**src/rtl/rlp3_pkg.sv**
```systemverilog
`timescale 1ns / 1ps

package rlp3_pkg;

  localparam int SAMPLE_WIDTH     = 16;
  localparam int COEF_FRAC_BITS   = 28;
  localparam int COEF_WIDTH       = 32;
  localparam int CFG_INDEX_WIDTH  = 8;

  // tdata is padded to whole bytes
  localparam int DATA_WIDTH       = ((SAMPLE_WIDTH + 7) / 8) * 8;

  // 1-3-3-1 sum of four samples needs three extra bits
  localparam int BINOM_WIDTH      = SAMPLE_WIDTH + 3;
  localparam int FF_PROD_WIDTH    = COEF_WIDTH + BINOM_WIDTH;
  localparam int FB_PROD_WIDTH    = COEF_WIDTH + SAMPLE_WIDTH;
  // four products summed, plus the rounding constant
  localparam int ACC_WIDTH        = FF_PROD_WIDTH + 3;
  localparam int SHIFT_WIDTH      = ACC_WIDTH - COEF_FRAC_BITS;

  localparam logic [CFG_INDEX_WIDTH-1:0] REG_GAIN           = CFG_INDEX_WIDTH'(0);
  localparam logic [CFG_INDEX_WIDTH-1:0] REG_FEEDBACK_ONE   = CFG_INDEX_WIDTH'(1);
  localparam logic [CFG_INDEX_WIDTH-1:0] REG_FEEDBACK_TWO   = CFG_INDEX_WIDTH'(2);
  localparam logic [CFG_INDEX_WIDTH-1:0] REG_FEEDBACK_THREE = CFG_INDEX_WIDTH'(3);

  localparam logic signed [SAMPLE_WIDTH-1:0] SAMPLE_MAX = {1'b0, {(SAMPLE_WIDTH-1){1'b1}}};
  localparam logic signed [SAMPLE_WIDTH-1:0] SAMPLE_MIN = {1'b1, {(SAMPLE_WIDTH-1){1'b0}}};

  localparam logic signed [ACC_WIDTH-1:0] ROUND_HALF =
    {{(ACC_WIDTH-1){1'b0}}, 1'b1} << (COEF_FRAC_BITS - 1);

  typedef struct packed {
    logic signed [COEF_WIDTH-1:0] gain;
    logic signed [COEF_WIDTH-1:0] fb_one;
    logic signed [COEF_WIDTH-1:0] fb_two;
    logic signed [COEF_WIDTH-1:0] fb_three;
  } coef_t;

  typedef struct packed {
    logic signed [SAMPLE_WIDTH-1:0] x1;
    logic signed [SAMPLE_WIDTH-1:0] x2;
    logic signed [SAMPLE_WIDTH-1:0] x3;
    logic signed [SAMPLE_WIDTH-1:0] y1;
    logic signed [SAMPLE_WIDTH-1:0] y2;
    logic signed [SAMPLE_WIDTH-1:0] y3;
  } hist_t;

endpackage

```
**src/rtl/rlp3_coef_regs.sv**
```systemverilog
`timescale 1ns / 1ps

module rlp3_coef_regs (
  input  logic                                  clk,
  input  logic                                  rst,
  input  logic                                  wr_en,
  input  logic [rlp3_pkg::CFG_INDEX_WIDTH-1:0]  wr_index,
  input  logic [rlp3_pkg::COEF_WIDTH-1:0]       wr_data,
  output rlp3_pkg::coef_t                       coef
);

  // out-of-range indexes fall through the default arm and are dropped
  always_ff @(posedge clk) begin
    if (rst) begin
      coef <= '0;
    end else if (wr_en) begin
      case (wr_index)
        rlp3_pkg::REG_GAIN:           coef.gain     <= wr_data;
        rlp3_pkg::REG_FEEDBACK_ONE:   coef.fb_one   <= wr_data;
        rlp3_pkg::REG_FEEDBACK_TWO:   coef.fb_two   <= wr_data;
        rlp3_pkg::REG_FEEDBACK_THREE: coef.fb_three <= wr_data;
        default: ;
      endcase
    end
  end

endmodule

```
**config.mk**
```make
export PLATFORM = sky130hd
export DESIGN_NAME = rlp3_coef_regs
export DESIGN_NICKNAME = d
export VERILOG_FILES = /design/src/rtl/rlp3_pkg.sv /design/src/rtl/rlp3_coef_regs.sv
export SDC_FILE = /design/constraint.sdc
export NUM_CORES = 1
export LEC_CHECK = 0
export BUFFER_PORTS_ARGS = -buffer_cell sky130_fd_sc_hd__buf_2
export CAP_MARGIN = 10
export CORE_MARGIN = 8
export CORE_UTILIZATION = 50
export CTS_CLUSTER_SIZE = 14
export DETAILED_ROUTE_END_ITERATION = 12
export PLACE_DENSITY_LB_ADDON = 0.25
export SYNTH_ARGS = -nofsm -noshare
export SYNTH_HDL_FRONTEND = slang
export SYNTH_SLANG_ARGS = --single-unit
```
**constraint.sdc**
```tcl
create_clock -name clk -period 1.5 [get_ports clk]
set_input_delay 0.15 -clock clk [delete_from_list [all_inputs] [get_ports clk]]
set_output_delay 0.15 -clock clk [all_outputs]
set_load 0.02 [all_outputs]
```
* Word level (Yosys, flattened, before mapping)
Cells that the tools add are included.
Storage, ports and cells: memories kept 0, register bits 128, logic and storage cells 12, bits in latches 0, input bits 43, RAM bits 0, ROM bits 0
Cells by class: mux-type cells 0, equal/unequal tests 3, reduce and logical (&&, ||, !) cells 5, bitwise gates (word level) 0, $mul 0, order comparisons 0, add/subtract/negate cells 0, shifts and indexed selects 0, div/mod/pow operators 0
Operators by type and width (count):
- == test 8 x 2 -> 1 bit, second input constant | 2
- == test 8 x 1 -> 1 bit, second input constant | 1
- logical NOT 8 bit | 1
- AND reduction 2 bit | 4

* Logic depth before layout (Yosys ltp)
Gate-level depths: netlist (run 1).
word-level depth 2, mapped depth 5

* Least setup slack after synthesis (run 1)
Ideal clock, no wire load.
path kind input to register, start point input wr_index[6] (netlist name), end point register coef[100] (netlist name), slack 0.215 ns, arrival time 1.214 ns, stages on the path 5, library setup time 0.072 ns, data required time 1.428 ns, path buffers 2, cells stage by stage nor4b_4 > and4bb_2 > buf_6 > buf_8 > mux2i_1
On the way: word-level cells in the longest chain between the ends 2
RTL lines:
- start: declaration | RTL line rlp3_coef_regs.sv:7 | input logic [rlp3_pkg::CFG_INDEX_WIDTH-1:0] wr_index,
- logical NOT 8 bit | RTL line rlp3_coef_regs.sv:17 | case (wr_index)
- AND reduction 2 bit (no line)
- end: declaration | RTL line rlp3_coef_regs.sv:9 | output rlp3_pkg::coef_t coef
Every way passes these cells. A chain may end at the register's enable or synchronous reset.

* Final worst setup path (run 1)
start point register coef[24] (netlist name), end point output coef[24] (netlist name)
No word-level cell between the ends.

==> summary.md, run 1 <==
| Metric | Value |
|---|---|
| WL/cell | `16.8 um` |
| Reg clk slew, reported paths | `0.06 ns` |
| Drt pass-1 iters | `4` |
| Wirelength, routed | `13400 um` |
| Final Wtd Congestion | `0.754` |
| Die X | `118 um` |
| Rows | `37` |
| Comb pwr share | `4.2%` |
| Clock Skews | `0 ns` |
| Worst slew pin tran | `0.300 ns` |
| Post-Layout Cell Count | `798` |
| Post-synth net total | `495` |
| Top delay family on crit path | `flip-flops` |
| Stages on the worst setup path | `1` |
| Status | `complete, no violations` |
| Initial Util | `50.6%` |
| Normalized max-slew margin | `80.0%` |
| Period utilization | `81.8%` |
| Post-Synthesis Cells | `452` |
| Antenna diodes | `0` |
| Top Ports | `171` |
| Setup TNS | `0 ns` |
| RSZ-0062 raised after global routing | `false` |
| Post-synth EDFFs | `0` |
| Yosys cell types | `11` |
| P_int | `0.00641 W` |
| Peak VDD IR | `0.000701 V` |
| GR Overflow Total | `0` |
| Post-DR vias/cell | `4.84` |
| Switching share of power | `19.8%` |
| YS warnings | `0` |
| Ratio of cells with drive above 1 in the final layout | `32.9%` |
| Tmin final | `1.23 ns` |
| Crit path DAT | `1.08 ns` |
| Die ar. | `13800 um2` |
| Final setup viols | `0` |
| Initial antenna violation count | `0` |
| R2r startpoint | `coef[122]` |
| Leak pwr | `3.73 nW` |
| Pwr dens | `1140 nW/um2` |
| Hold Crit Start | `wr_data[28]` |
| Total vias in the final route | `3861` |
| Largest reg by FF count | `coef` |
| Final nets | `693` |
| Buf+Inv Stages, Crit Path | `1` |
| Cts bufs inserted | `17` |
| Top-area cell type share of the netlist area | `49.7%` |
| Residual DRC count | `0` |
| Regs by FF count | `coef: 128 flops` |
| Synthesized flop and latch total | `128` |
| Hold slack final | `0.00816 ns` |
| Count leader, synth | `nand2b_1` |
| Max Root-Sink Buffers | `2` |
| R2R Path End | `coef[122]` |
| Worst path required time | `1.35 ns` |
| Area post-placement | `6130 um2` |
| Fillcell total | `795` |
| WHS Endpoint | `coef[60]` |
| Hold Crit Class | `input port to register` |
| H-tree depth | `4` |
| Hold path depth | `3` |
| Total core area | `10200 um2` |
| Critical Path Start Type | `register` |
| Power share of the clock group | `53.1%` |
| Dpl cells | `740` |
| Pwr Total | `0.00799 W` |
| Fmax | `815 MHz` |
| CTS tree | `yes` |
| CP cell instances | `buf_2` |
| Top FF cell, synth | `dfxtp_1` |
| Synth top area cells | `dfxtp_1 50%, mux2i_1 25%, nand2b_1 19%` |
| Final Hold Viols | `0` |
| Vias in the first global route | `4195` |
| CTS sink cnt | `128` |
| Clock root buffer | `clkbuf_8` |
| Sequential power share | `42.7%` |
| P&R area growth vs syn | `36.2%` |
| Reg2reg setup slack | `0.83 ns` |
| Clk_lat worst skew | `0.52 ns` |
| Mean Syn Cell Area | `11.4 um2` |
| Asr flop ratio synth | `0%` |
| Max reg flops | `128` |
| Port Buffers | `170` |
| P_sw | `0.00158 W` |
| Post-Syn Area | `5150 um2` |
| CP endpoint kind | `output port` |
| Chip Height | `118 um` |
| WS Path Type | `register to output port` |
| Largest net degree at the start of global routing | `99` |
| Remaining antenna violation count after routing | `0` |
| Slew Limit Fails | `0` |
| Slowest stage delay, CP | `0.37 ns` |
| First-pass GRT wire length | `21600 um` |
| Global-route usage over all layers | `19.4%` |
| Post-CTS sizing | `0` |
| Crit-path slowest cell | `dfxtp_1` |
| Initial DRC Count | `200` |
| Register area share after synthesis | `49.7%` |
| Final HPWL from detailed placement | `9430 um` |
| Design area | `7020 um2` |
| MaxCap Viol Count | `0` |
| Worst Path Max Fanout | `2` |
| R2R depth | `2` |
| Synth cell count leaders | `160 x nand2b_1, 128 x dfxtp_1, 128 x mux2i_1` |
| Total setup buffers inserted after CTS | `0` |
| Area leader, netlist | `dfxtp_1` |
## cell usage in the layout (no fill, tap or decap)
| master | n |
|---|---|
| buf_2 | 170 |
| nand2b_1 | 160 |
| mux2i_1 | 128 |
| dfxtp_1 | 128 |
| dlygate4sd3_1 | 27 |
| clkbuf_16 | 16 |
| buf_12 | 7 |
| buf_4 | 5 |
| clkbuf_8 | 4 |
| bufinv_16 | 4 |
| clkinv_2 | 3 |
| nand4b_2 | 2 |
| clkinvlp_4 | 2 |
| nor4b_4 | 1 |
| nor3_2 | 1 |
| and4bb_2 | 1 |
| nand4_2 | 1 |
| clkinv_4 | 1 |
| clkbuf_1 | 1 |
## what timing repair did
item / in CTS / in global routing
endpoints found under the hold margin: 97 / 0
setup endpoints to repair: 0 / 0
hold buffers: 27 / 0
## cell families (layout without fill, tap and decap cells)
group                  Yosys count  in the layout  synth area share [%]
and+or+nand+nor                166            166                  21.1
DFF                            128            128                  49.7
buffers and inverters           30            240                  4.30
muxes                          128            128                  24.9
## metrics by stage
| stage | util (%) | worst slack [ns] |
|---|---|---|
| finish | 68.9 | 0.274 |
| global route | 68.9 | 0.237 |
| CTS | 68.9 | 0.235 |
| detailed placement | 60.2 | 0.0936 |
| global placement | 60.2 | 0.150 |
| floorplan | - | 0.215 |
## power groups by stage
stage | clock network (W) | logic, W | registers [W]
4_1_cts | 0.00430 | 0.000337 | 0.00341
5_1_grt | 0.00448 | 0.000363 | 0.00341
3_3_place_gp | 0 | 0.000279 | 0.00348
3_5_place_dp | 0 | 0.000282 | 0.00348
2_1_floorplan | 0 | 0.000162 | 0.00349
6_report | 0.00424 | 0.000337 | 0.00341
## how the worst max path moves through the flow
stage                      from        end
detailed placement  wr_index[6]  coef[125]
finish                 coef[24]   coef[24]
CTS                    coef[24]   coef[24]
floorplan           wr_index[6]  coef[100]
global route           coef[32]   coef[32]
global placement    wr_index[6]   coef[74]
## routing by layer
layer | vias up | wire length, um | global-route usage, %
li1 | 1892 | - | -
met1 | 1824 | 5740 | 21.9
met2 | 124 | 6400 | 31.7
met3 | 21 | 986 | 8.20
met4 | 0 | 265 | 8.33
met5 | - | 0 | 0
## layout make-up
cell class                 count  area [um2]  share of cell area [%]
clock buffer                  21         459                    6.54
multi-input combinational    294        2370                    33.8
sequential                   128        2560                    36.5
clock inverter                10         159                    2.26
tap                          136         170                    2.42
timing repair buffer         209        1300                    18.5
Note: power is estimated with default switching activity, not from simulation.
==> inputs of run 2 (changes only) <==
Clock period 1.5 ns to 1.18 ns, I/O delays scaled along.
==> summary.md, run 2 (same netlist as run 1, synthesis figures left out) <==
| Metric | Value |
|---|---|
| Status | `complete, no violations` |
| P_int | `0.00790 W (+23%)` |
| Fmax | `870 MHz` |
| Clk_lat worst skew | `0.49 ns (-0.03 ns)` |
| Die X | `118 um (unchanged)` |
| Worst Path Max Fanout | `2 (unchanged)` |
| Post-DR vias/cell | `4.78 (-1.3%)` |
| Slew Limit Fails | `0 (unchanged)` |
| Leak pwr | `3.72 nW (-0.29%)` |
| Power share of the clock group | `52.1% (-1.0 points)` |
| Worst slew pin tran | `0.282 ns (-0.0173 ns)` |
| P&R area growth vs syn | `37.2%` |
| CP cell instances | `buf_2` |
| Fillcell total | `773 (-2.8%)` |
| Hold Crit Class | `input port to register` |
| P_sw | `0.00205 W (+30%)` |
| Final Hold Viols | `0 (unchanged)` |
| Cts bufs inserted | `17 (unchanged)` |
| Crit path DAT | `1.03 ns (-0.05 ns)` |
| Rows | `37 (unchanged)` |
| Reg2reg setup slack | `0.53 ns (-0.30 ns)` |
| R2r startpoint | `coef[102]` |
| Tmin final | `1.15 ns` |
| Normalized max-slew margin | `81.1% (+1.0 points)` |
| Most common cell after layout, fill and taps aside | `nand2b_1` |
| WS Path Type | `register to output port` |
| Final HPWL from detailed placement | `9240 um (-2.0%)` |
| Peak VDD IR | `0.00104 V (+48%)` |
| Hold Crit Start | `wr_data[14]` |
| R2R Path End | `coef[102]` |
| Global-route usage over all layers | `18.9% (-0.53 points)` |
| Top Ports | `171 (unchanged)` |
| Sequential power share | `43.5% (+0.8 points)` |
| Initial antenna violation count | `0 (unchanged)` |
| Hold slack final | `0.00935 ns (+0.00119 ns)` |
| Period utilization | `97.4%` |
| Max Root-Sink Buffers | `2 (unchanged)` |
| Total setup buffers inserted after CTS | `0 (unchanged)` |
| Final setup viols | `0 (unchanged)` |
| Switching share of power | `20.6% (+0.82 points)` |
| Total core area | `10200 um2 (unchanged)` |
| GR Overflow Total | `0 (unchanged)` |
| Pwr Total | `0.00996 W (+25%)` |
| Initial Util | `50.6% (unchanged)` |
| Comb pwr share | `4.4% (+0.2 points)` |
| Wirelength, routed | `13200 um (-1.1%)` |
| Top delay family on crit path | `flip-flops` |
| Hold path depth | `3 (unchanged)` |
| First-pass GRT wire length | `21500 um (-0.80%)` |
| CTS tree | `yes` |
| Critical Path Start Type | `register` |
| Max reg flops | `128 (unchanged)` |
| Final Wtd Congestion | `0.728 (-3.4%)` |
| Residual DRC count | `0 (unchanged)` |
| Total vias in the final route | `3835 (-0.67%)` |
| Worst path required time | `1.06 ns (-0.29 ns)` |
| Drt pass-1 iters | `4 (unchanged)` |
| CTS sink cnt | `128 (unchanged)` |
| Largest reg by FF count | `coef` |
| Reg clk slew, reported paths | `0.06 ns (about the same)` |
| Clock root buffer | `clkbuf_8` |
| Port Buffers | `170 (unchanged)` |
| Regs by FF count | `coef: 128 flops` |
| Vias in the first global route | `4102 (-2.2%)` |
| MaxCap Viol Count | `0 (unchanged)` |
| WHS Endpoint | `coef[14]` |
| Chip Height | `118 um (unchanged)` |
| Remaining antenna violation count after routing | `0 (unchanged)` |
| Buf+Inv Stages, Crit Path | `1 (unchanged)` |
| Multi-input logic area | `2380 um2 (+0.21%)` |
| H-tree depth | `4 (unchanged)` |
| Largest net degree at the start of global routing | `87 (-12%)` |
| Final nets | `698 (+0.72%)` |
| Pwr dens | `1410 nW/um2 (+24%)` |
| CP endpoint kind | `output port` |
| Ratio of cells with drive above 1 in the final layout | `33.4% (+0.50 points)` |
| WL/cell | `16.5 um (-1.7%)` |
| Initial DRC Count | `165 (-18%)` |
| Commonest non-fill, non-tap cells in the layout | `158 x nand2b_1, 152 x buf_2, 128 x mux2i_1, 128 x dfxtp_1, 30 x dlygate4sd3_1` |
| Antenna diodes | `0 (unchanged)` |
| R2R depth | `2 (unchanged)` |
| Die ar. | `13800 um2 (unchanged)` |
| Sequential Area | `2560 um2 (unchanged)` |
| Placement Setup Slack | `-0.250 ns (-0.344 ns)` |
| Worst setup margin | `0.0306 ns (-0.243 ns)` |
| Slowest stage delay, CP | `0.36 ns (about the same)` |
| Crit-path slowest cell | `dfxtp_1` |
| Clock Skews | `0 ns (unchanged)` |
==> run 2: power by group through the flow <==
stage | registers, W | clock network, W | logic [W]
2_1_floorplan | 0.00443 | 0 | 0.000206
3_3_place_gp | 0.00442 | 0 | 0.000354
3_5_place_dp | 0.00443 | 0 | 0.000359
4_1_cts | 0.00433 | 0.00529 | 0.000431
5_1_grt | 0.00433 | 0.00550 | 0.000474
6_report | 0.00433 | 0.00519 | 0.000440
==> run 2: how the worst max path moves through the flow <==
stage	startpoint	to	depth (start not counted)
final	coef[13]	coef[13]	1
after global routing	coef[26]	coef[26]	1
after CTS	coef[72]	coef[72]	1
after detailed placement	wr_index[2]	coef[102]	5
after global placement	wr_index[2]	coef[82]	6
after floorplan	wr_index[2]	coef[100]	5
==> run 2: repair_timing <==
action	in CTS	in global routing
resized for setup	1	20
endpoints found under the hold margin	96	7
cloned	0	0
setup endpoints to repair	1	20
hold buffers	28	2
==> run 2: cell type report <==
class | instances | share of cell area [%]
Clock inverter | 12 | 2.26
Multi-Input combinational cell | 294 | 33.6
Clock buffer | 19 | 6.24
Sequential cell | 128 | 36.2
Timing Repair Buffer | 214 | 19.3
Tap cell | 136 | 2.41
==> run 2: stage by stage <==
step	instances	setup TNS (ns)	instance area (um2)	utilization, %
CTS	801	0	7010	68.8
global placement	742	-16.16	6120	60.1
floorplan	452	-2.06	5150	-
finish	803	0	7070	69.5
detailed placement	742	-26.66	6120	60.1
global route	803	-0.0130	7070	69.5
==> run 2: layer usage <==
layer	wire, um	vias to the layer above	track usage [%]
met5	0	-	0
met4	68	0	5.28
met3	933	4	7.00
met2	6610	108	32.2
met1	5620	1814	21.7
li1	-	1909	-
